File: config.mk
export PLATFORM = sky130hd
export DESIGN_NAME = escaped_crc_frame_receiver
export DESIGN_NICKNAME = d
export VERILOG_FILES = /design/src/rtl/core/ecfr_pkg.sv /design/src/rtl/core/escaped_crc_frame_receiver.sv
export SDC_FILE = /design/constraint.sdc
export NUM_CORES = 1
export LEC_CHECK = 0
export BUFFER_PORTS_ARGS = -buffer_cell sky130_fd_sc_hd__buf_2
export CORE_MARGIN = 2
export CORE_UTILIZATION = 55
export CTS_CLUSTER_SIZE = 14
export DETAILED_ROUTE_END_ITERATION = 16
export PLACE_DENSITY_LB_ADDON = 0.25
export SLEW_MARGIN = 10
export SYNTH_ARGS = -nofsm -noshare
export SYNTH_HDL_FRONTEND = slang
export SYNTH_SLANG_ARGS = --single-unit
export TNS_END_PERCENT = 30
File: constraint.sdc
create_clock -name clk -period 8.6 [get_ports clk]
set_input_delay 0.43 -clock clk [delete_from_list [all_inputs] [get_ports clk]]
set_output_delay 0.43 -clock clk [all_outputs]
set_load 0.02 [all_outputs]
File: src/rtl/core/ecfr_pkg.sv
`default_nettype none

package ecfr_pkg;

    localparam logic [7:0]  DELIM     = 8'h7E;
    localparam logic [7:0]  ESC       = 8'h7D;
    localparam logic [7:0]  XON       = 8'h11;
    localparam logic [7:0]  XOFF      = 8'h13;
    localparam logic [7:0]  ESC_XOR   = 8'h20;
    localparam logic [15:0] CRC_INIT  = 16'hFFFF;
    localparam logic [15:0] CRC_POLY  = 16'h8408;
    localparam logic [15:0] TICKS_MAX = 16'hFFFF;

    localparam logic [7:0]  MAX_PAYLOAD_RST = 8'd255;
    localparam logic [15:0] TIMEOUT_RST     = 16'd1000;
    localparam logic [7:0]  FLAG_XORED_RST  = 8'd1;
    localparam logic [7:0]  FLAG_PLAIN_RST  = 8'd0;

    localparam int CFG_DATA_W = 16;

    typedef enum logic [1:0] {
        REG_MAX_PAYLOAD = 2'd0,
        REG_TIMEOUT_MS  = 2'd1,
        REG_FLAG_XORED  = 2'd2,
        REG_FLAG_PLAIN  = 2'd3
    } reg_index_t;

    typedef enum logic [3:0] {
        KIND_PAYLOAD     = 4'd0,
        KIND_FRAME_OK    = 4'd1,
        KIND_STRAY_DELIM = 4'd2,
        KIND_STRAY_XONOF = 4'd3,
        KIND_BAD_FLAG    = 4'd4,
        KIND_HDR_CRC     = 4'd5,
        KIND_PAY_CRC     = 4'd6,
        KIND_OVERSIZE    = 4'd7,
        KIND_UART_ERR    = 4'd8,
        KIND_TIMEOUT     = 4'd9
    } kind_t;

    typedef enum logic [3:0] {
        ST_HUNT        = 4'd0,
        ST_FLAG        = 4'd1,
        ST_LEN         = 4'd2,
        ST_HCRC_HI     = 4'd3,
        ST_HCRC_HI_ESC = 4'd4,
        ST_HCRC_LO     = 4'd5,
        ST_HCRC_LO_ESC = 4'd6,
        ST_PAY         = 4'd7,
        ST_PAY_ESC     = 4'd8,
        ST_PCRC_HI     = 4'd9,
        ST_PCRC_HI_ESC = 4'd10,
        ST_PCRC_LO     = 4'd11,
        ST_PCRC_LO_ESC = 4'd12
    } frame_state_t;

    typedef struct packed {
        logic       mode;
        logic [7:0] rx_byte;
        logic       rx_error;
    } item_t;

    typedef struct packed {
        kind_t      kind;
        logic [7:0] data;
        logic [7:0] count;
        logic       last;
    } result_t;

    function automatic logic [15:0] crc_step(input logic [15:0] crc, input logic [7:0] b);
        logic [15:0] c;
        c = crc ^ {8'h00, b};
        for (int i = 0; i < 8; i++) begin
            c = c[0] ? ((c >> 1) ^ CRC_POLY) : (c >> 1);
        end
        return c;
    endfunction

endpackage

`default_nettype wire

File: src/rtl/core/escaped_crc_frame_receiver.sv
`default_nettype none

// Byte-stuffed frame receiver with CRC-16 (reflected CCITT, init 0xFFFF).
// Each item (a UART byte or a 1 ms tick) is decoded in the cycle it is
// accepted and its results, zero to two, go into a four-entry result queue.
// An item is taken every cycle as long as the queue has room for two results;
// one result leaves per cycle while result_ready is high, so an item that
// yields a payload byte and an oversize result needs two transfers. Results
// are queued before the result port; configuration writes are registered.
module escaped_crc_frame_receiver (
    input  wire                        clk,
    input  wire                        rst_n,
    input  wire                        item_valid,
    output logic                       item_ready,
    input  wire ecfr_pkg::item_t       item,
    output logic                       result_valid,
    input  wire                        result_ready,
    output ecfr_pkg::result_t          result,
    input  wire                        wr_en,
    input  wire [1:0]                  wr_index,
    input  wire [ecfr_pkg::CFG_DATA_W-1:0] wr_data
);
    import ecfr_pkg::*;

    logic [7:0]   max_payload_reg;
    logic [15:0]  timeout_ms_reg;
    logic [7:0]   flag_xored_reg;
    logic [7:0]   flag_plain_reg;

    frame_state_t state_reg, state_next;
    logic [15:0]  crc_reg, crc_next;
    logic [15:0]  elapsed_reg, elapsed_next;
    logic         xored_reg, xored_next;
    logic [7:0]   slen_reg, slen_next;
    logic [7:0]   sbr_reg, sbr_next;
    logic [7:0]   pc_reg, pc_next;

    logic         emit;
    logic [7:0]   emit_data;
    logic         fin;
    kind_t        fin_kind;
    logic [7:0]   pc_inc;

    result_t      res0, res1;
    logic [1:0]   nres;

    result_t      queue_reg [4];
    logic [1:0]   wr_ptr_reg, rd_ptr_reg;
    logic [2:0]   cnt_reg;
    logic         take, give;

    always_ff @(posedge clk or negedge rst_n) begin
        if (!rst_n) begin
            max_payload_reg <= MAX_PAYLOAD_RST;
            timeout_ms_reg  <= TIMEOUT_RST;
            flag_xored_reg  <= FLAG_XORED_RST;
            flag_plain_reg  <= FLAG_PLAIN_RST;
        end
        else if (wr_en) begin
            unique case (reg_index_t'(wr_index))
                REG_MAX_PAYLOAD: max_payload_reg <= wr_data[7:0];
                REG_TIMEOUT_MS:  timeout_ms_reg  <= wr_data[15:0];
                REG_FLAG_XORED:  flag_xored_reg  <= wr_data[7:0];
                REG_FLAG_PLAIN:  flag_plain_reg  <= wr_data[7:0];
                default:         ;
            endcase
        end
    end

    assign take   = item_valid && item_ready;
    assign give   = result_valid && result_ready;
    assign pc_inc = pc_reg + 8'd1;

    // next state
    always_comb begin
        logic [7:0]  b;
        logic [7:0]  bu;
        logic [15:0] tick_cnt;
        logic [7:0]  sbr_inc;
        logic        counted;

        b        = item.rx_byte;
        bu       = b ^ ESC_XOR;
        tick_cnt = (elapsed_reg != TICKS_MAX) ? elapsed_reg + 16'd1 : elapsed_reg;
        sbr_inc  = sbr_reg + 8'd1;
        counted  = 1'b0;

        state_next   = state_reg;
        crc_next     = crc_reg;
        elapsed_next = elapsed_reg;
        xored_next   = xored_reg;
        slen_next    = slen_reg;
        sbr_next     = sbr_reg;
        pc_next      = pc_reg;
        emit         = 1'b0;
        emit_data    = b;
        fin          = 1'b0;
        fin_kind     = KIND_FRAME_OK;

        if (item.mode) begin
            elapsed_next = tick_cnt;
            if (tick_cnt >= timeout_ms_reg) begin
                fin      = 1'b1;
                fin_kind = KIND_TIMEOUT;
            end
        end
        else if (elapsed_reg >= timeout_ms_reg) begin
            fin      = 1'b1;
            fin_kind = KIND_TIMEOUT;
        end
        else if (item.rx_error) begin
            fin      = 1'b1;
            fin_kind = KIND_UART_ERR;
        end
        else if (state_reg != ST_HUNT && b == DELIM) begin
            fin      = 1'b1;
            fin_kind = KIND_STRAY_DELIM;
        end
        else if (state_reg != ST_HUNT && (b == XON || b == XOFF)) begin
            fin      = 1'b1;
            fin_kind = KIND_STRAY_XONOF;
        end
        else begin
            unique case (state_reg)
                ST_HUNT: begin
                    if (b == DELIM) begin
                        crc_next   = crc_step(crc_reg, b);
                        state_next = ST_FLAG;
                    end
                end
                ST_FLAG: begin
                    crc_next   = crc_step(crc_reg, b);
                    state_next = ST_LEN;
                    priority if (b == flag_xored_reg) begin
                        xored_next = 1'b1;
                    end
                    else if (b == flag_plain_reg) begin
                        xored_next = 1'b0;
                    end
                    else begin
                        fin      = 1'b1;
                        fin_kind = KIND_BAD_FLAG;
                    end
                end
                ST_LEN: begin
                    crc_next   = crc_step(crc_reg, b);
                    slen_next  = xored_reg ? bu : b;
                    state_next = ST_HCRC_HI;
                end
                ST_HCRC_HI, ST_PCRC_HI: begin
                    if (b == ESC) begin
                        state_next = (state_reg == ST_HCRC_HI) ? ST_HCRC_HI_ESC
                                                               : ST_PCRC_HI_ESC;
                    end
                    else if (b != crc_reg[15:8]) begin
                        fin      = 1'b1;
                        fin_kind = (state_reg == ST_HCRC_HI) ? KIND_HDR_CRC : KIND_PAY_CRC;
                    end
                    else begin
                        state_next = (state_reg == ST_HCRC_HI) ? ST_HCRC_LO : ST_PCRC_LO;
                    end
                end
                ST_HCRC_HI_ESC, ST_PCRC_HI_ESC: begin
                    if (bu != crc_reg[15:8]) begin
                        fin      = 1'b1;
                        fin_kind = (state_reg == ST_HCRC_HI_ESC) ? KIND_HDR_CRC
                                                                 : KIND_PAY_CRC;
                    end
                    else begin
                        state_next = (state_reg == ST_HCRC_HI_ESC) ? ST_HCRC_LO
                                                                   : ST_PCRC_LO;
                    end
                end
                ST_HCRC_LO, ST_HCRC_LO_ESC: begin
                    if (state_reg == ST_HCRC_LO && b == ESC) begin
                        state_next = ST_HCRC_LO_ESC;
                    end
                    else if (((state_reg == ST_HCRC_LO_ESC) ? bu : b) != crc_reg[7:0]) begin
                        fin      = 1'b1;
                        fin_kind = KIND_HDR_CRC;
                    end
                    else begin
                        crc_next   = CRC_INIT;
                        state_next = (slen_reg != 8'd0) ? ST_PAY : ST_PCRC_HI;
                    end
                end
                ST_PCRC_LO, ST_PCRC_LO_ESC: begin
                    fin = 1'b1;
                    if (state_reg == ST_PCRC_LO && b == ESC) begin
                        fin        = 1'b0;
                        state_next = ST_PCRC_LO_ESC;
                    end
                    else if (((state_reg == ST_PCRC_LO_ESC) ? bu : b) != crc_reg[7:0]) begin
                        fin_kind = KIND_PAY_CRC;
                    end
                    else begin
                        fin_kind = KIND_FRAME_OK;
                    end
                end
                ST_PAY, ST_PAY_ESC: begin
                    crc_next = crc_step(crc_reg, b);
                    sbr_next = sbr_inc;
                    if (state_reg == ST_PAY && b == ESC) begin
                        state_next = ST_PAY_ESC;
                    end
                    else begin
                        counted    = 1'b1;
                        pc_next    = pc_inc;
                        emit       = 1'b1;
                        emit_data  = (state_reg == ST_PAY_ESC) ? bu : b;
                        state_next = ST_PAY;
                    end
                    if (sbr_inc == slen_reg) begin
                        state_next = ST_PCRC_HI;
                    end
                    else if ((counted ? pc_inc : pc_reg) >= max_payload_reg) begin
                        fin      = 1'b1;
                        fin_kind = KIND_OVERSIZE;
                    end
                end
                default: begin
                    state_next = ST_HUNT;
                end
            endcase
        end

        if (fin || state_reg > ST_PCRC_LO_ESC) begin
            state_next   = ST_HUNT;
            crc_next     = CRC_INIT;
            elapsed_next = 16'd0;
            xored_next   = 1'b0;
            slen_next    = 8'd0;
            sbr_next     = 8'd0;
            pc_next      = 8'd0;
        end
    end

    // results of the item
    always_comb begin
        logic [7:0] fin_count;
        fin_count = emit ? pc_inc : pc_reg;

        res0.kind  = KIND_PAYLOAD;
        res0.data  = emit_data;
        res0.count = pc_inc;
        res0.last  = !fin;

        res1.kind  = fin_kind;
        res1.data  = 8'd0;
        res1.count = fin_count;
        res1.last  = 1'b1;
        nres       = {1'b0, emit} + {1'b0, fin};

        if (!emit) begin
            res0 = res1;
        end
    end

    always_ff @(posedge clk or negedge rst_n) begin
        if (!rst_n) begin
            state_reg   <= ST_HUNT;
            crc_reg     <= CRC_INIT;
            elapsed_reg <= 16'd0;
            xored_reg   <= 1'b0;
            slen_reg    <= 8'd0;
            sbr_reg     <= 8'd0;
            pc_reg      <= 8'd0;
        end
        else if (take) begin
            state_reg   <= state_next;
            crc_reg     <= crc_next;
            elapsed_reg <= elapsed_next;
            xored_reg   <= xored_next;
            slen_reg    <= slen_next;
            sbr_reg     <= sbr_next;
            pc_reg      <= pc_next;
        end
    end

    assign item_ready   = (cnt_reg <= 3'd2);
    assign result_valid = (cnt_reg != 3'd0);
    assign result       = queue_reg[rd_ptr_reg];

    always_ff @(posedge clk) begin
        if (take && nres != 2'd0) begin
            queue_reg[wr_ptr_reg] <= res0;
        end
        if (take && nres == 2'd2) begin
            queue_reg[wr_ptr_reg + 2'd1] <= res1;
        end
    end

    always_ff @(posedge clk or negedge rst_n) begin
        if (!rst_n) begin
            wr_ptr_reg <= 2'd0;
            rd_ptr_reg <= 2'd0;
            cnt_reg    <= 3'd0;
        end
        else begin
            if (take) begin
                wr_ptr_reg <= wr_ptr_reg + nres;
            end
            if (give) begin
                rd_ptr_reg <= rd_ptr_reg + 2'd1;
            end
            cnt_reg <= cnt_reg + (take ? {1'b0, nres} : 3'd0) - {2'b00, give};
        end
    end

endmodule

`default_nettype wire

==> impl_metrics.yaml <==
status:
  status: "finished clean"
grt:
  grt_max_degree: 59
  grt_pass1_vias: 8115
  antenna_found_initial: 0
  grt_pass1_wl_um: 43200
  overflow: 0
  grtUsageTotal: 0.255
synth:
  yosys-top-cells-area: "dfrtp_1 18%, edfxtp_1 13%, dfstp_2 7.4%"
  synth_top_area_frac: 0.175
  synth.cell_area_um2: 11000
  synth_edf_count: 48
  synth_cells: 1080
  ys_seq_elements: 192
  seq_area_frac_synth: 0.446
  yosys.area.top_type: "dfrtp_1"
  ys_types: 78
  async_flop_share: 0.563
  ys_warn_count: 0
  syn_nets: 1164
  avgSynthCellArea_um2: 10.2
  synth-main-ff-cell: "dfrtp_1"
final_layout:
  fill_cells: 1630
  regArea_um2: 4900
  multi_input_area_um2: 5720
  antenna_cells: 0
  layout_common_cells: "114 x nor2_1, 108 x nand2_1, 77 x dfrtp_1"
  drive_above_1_share: 0.183
  layout_commonest_cell: "nor2_1"
  num-nets-final: 1194
  syn2layout_area_growth_pct: 9.91
  largest_register_ffs: 84
  layoutNonFillerInstCount: 1388
detailed_routing:
  met2_length_um: 12200
  dr.pass1.iters: 6
  routed_wl_um: 26300
  vias_per_cell: 6.07
  drc: 0
  wire_per_inst_um: 19.0
  wl_met3_um: 1320
  wirelength_met1_um: 12400
  via_count: 8419
  antenna_left: 0
  drtIter0Drc: 873
  highest-signal-layer: "met4"
critical_path:
  critPathKind: "flip-flop to flip-flop"
  arrival_ps: 6190
  startpoint_type: "flip-flop"
  crit_fanout: 17
  regToRegSetupSlack_ps: 2510
  end_kind: "flip-flop"
  critPathMaxStageDelay_ps: 760
  cp.required_ps: 8690
  cpMaxStageDelayCell: "nor4_2"
  critical_path.cell_chain: "and4_1, nand4_1, nor4_2, or2_0, nor2_1, xor2_1, ha_1, a21oi_1, o211ai_1, a211oi_1, o21a_1, o211ai_1, and2_1, inv_1, ha_1, nand2b_1, nand2_1, nand3_1, inv_1"
clock_network:
  tritoncts: "built"
  ctsResizeCount: 0
  cts_setup_buffers: 0
  cts_sinks: 192
  cts_buffer_depth: 2
  root_buffer: "clkbuf_16"
  clk_transition_reported_paths_ps: 80
  ctsHoldBuffers: 0
  clkLatencyLatePin_ps: 450
  htree_levels: 4
  cts_buffers: 17
floorplanning:
  die_w_um: 145
  die_h_um: 145
  rows: 51
  initial_core_util: 0.563
  die-area_um2: 21100
  core-area_um2: 19500
  io-pin-count: 56
power_and_ir_drop:
  p_leak_nw: 4.95
  power_density_nw_per_um2: 280
  peakVddDrop_uv: 154
place:
  place_hpwl_um: 18500
  place_congestion: 0.928
  dp.cells: 1356
  portBuffers: 55
timing:
  fin_skew_ps: 15.7
  setup_violations: 0
  rsz0062_at_grt: "false"
  finalSetupTns_ps: 0
  maxSlewViolCount: 0
  worst_pin_slew_ps: 1010
  period_needed_ps: 6090
  fmax_mhz: 164
  max-slew-margin-rel: 0.327
  post-route-period-util: 0.708
  hold_viol_final: 0
  hold_slack_ps: 32.4
hold_path:
  hold_path_class: "input port to async pin"
flow_run:
  drv_cap: 0
[synthesized netlist by cell type, drive strengths merged, types with 22 or more instances]
library cell,instances
buf,22
xor2,32
nand2,108
o21ai,87
ha,50
xnor2,61
a22o,41
dfstp,31
clkbuf,32
mux2,36
edfxtp,48
dfrtp,77
nand3,22
inv,38
a21oi,38
nor2,116
dfxtp,36
[critical path, delay by kind of cell (launching register included)]
family                     cells  cell delay, ps
DFF                            1             540
and+or+nand+nor                9            3060
buffers and inverters          2             660
adders and majority gates      2             560
xor gates and xnor gates       1             160
AOI/OAI and AO/OA              5             760
[cells by family (layout without fill, tap and decap cells)]
logic type,after synthesis,count (layout),share of synthesized area
and+or+nand+nor,348,348,0.152
AOI/OAI and AO/OA,244,244,0.153
DFF,192,192,0.446
xor gates and xnor gates,93,93,0.0748
buffers and inverters,92,135,0.0335
muxes,60,60,0.0826
adders and majority gates,51,51,0.0587
[metal layers]
metal  track usage  vias to the layer above
met5             0                        -
met4        0.0701                        0
met3        0.0386                       31
met2         0.400                      267
met1         0.371                     4154
li1              -                     3967
[power breakdown]
part           internal, mW  switching [mW]  total, mW  leakage (nW)
sequential             1.12           0.190       1.31          2.06
clock                 0.409           0.429      0.837         0.307
combinational         0.519           0.713       1.23          2.59
[per-stage QoR]
step / utilization / instance area, um2 / total power, mW / worst slack, ps
finish: 0.619 / 12100 / 3.38 / 2510
global route: 0.619 / 12100 / 3.59 / 2040
CTS: 0.619 / 12100 / 3.39 / 2580
detailed placement: 0.587 / 11500 / 2.55 / 2620
global placement: 0.587 / 11500 / 2.51 / 2790
floorplan: - / 11000 / 2.24 / 3530
[area by class of cell]
| class | instances | share of cell area |
|---|---|---|
| Sequential cell | 192 | 0.406 |
| Inverter | 38 | 0.0118 |
| Timing Repair Buffer | 65 | 0.0292 |
| Tap cell | 265 | 0.0274 |
| Clock buffer | 17 | 0.0352 |
| Multi-Input combinational cell | 796 | 0.474 |
| Clock inverter | 15 | 0.0170 |
[final timing paths]
kind | from | end | cells past startpoint
min reg2reg | queue_reg[2][0] | queue_reg[2][0] | 2
max in group asynchronous | rst_n | state_reg[1] | 2
max reg2reg | elapsed_reg[3] | queue_reg[3][1] | 19
max | elapsed_reg[3] | queue_reg[3][1] | 19
min in group clk | wr_data[11] | timeout_ms_reg[11] | 2
min | rst_n | elapsed_reg[7] | 1
Power figures use the tool's default switching activity.
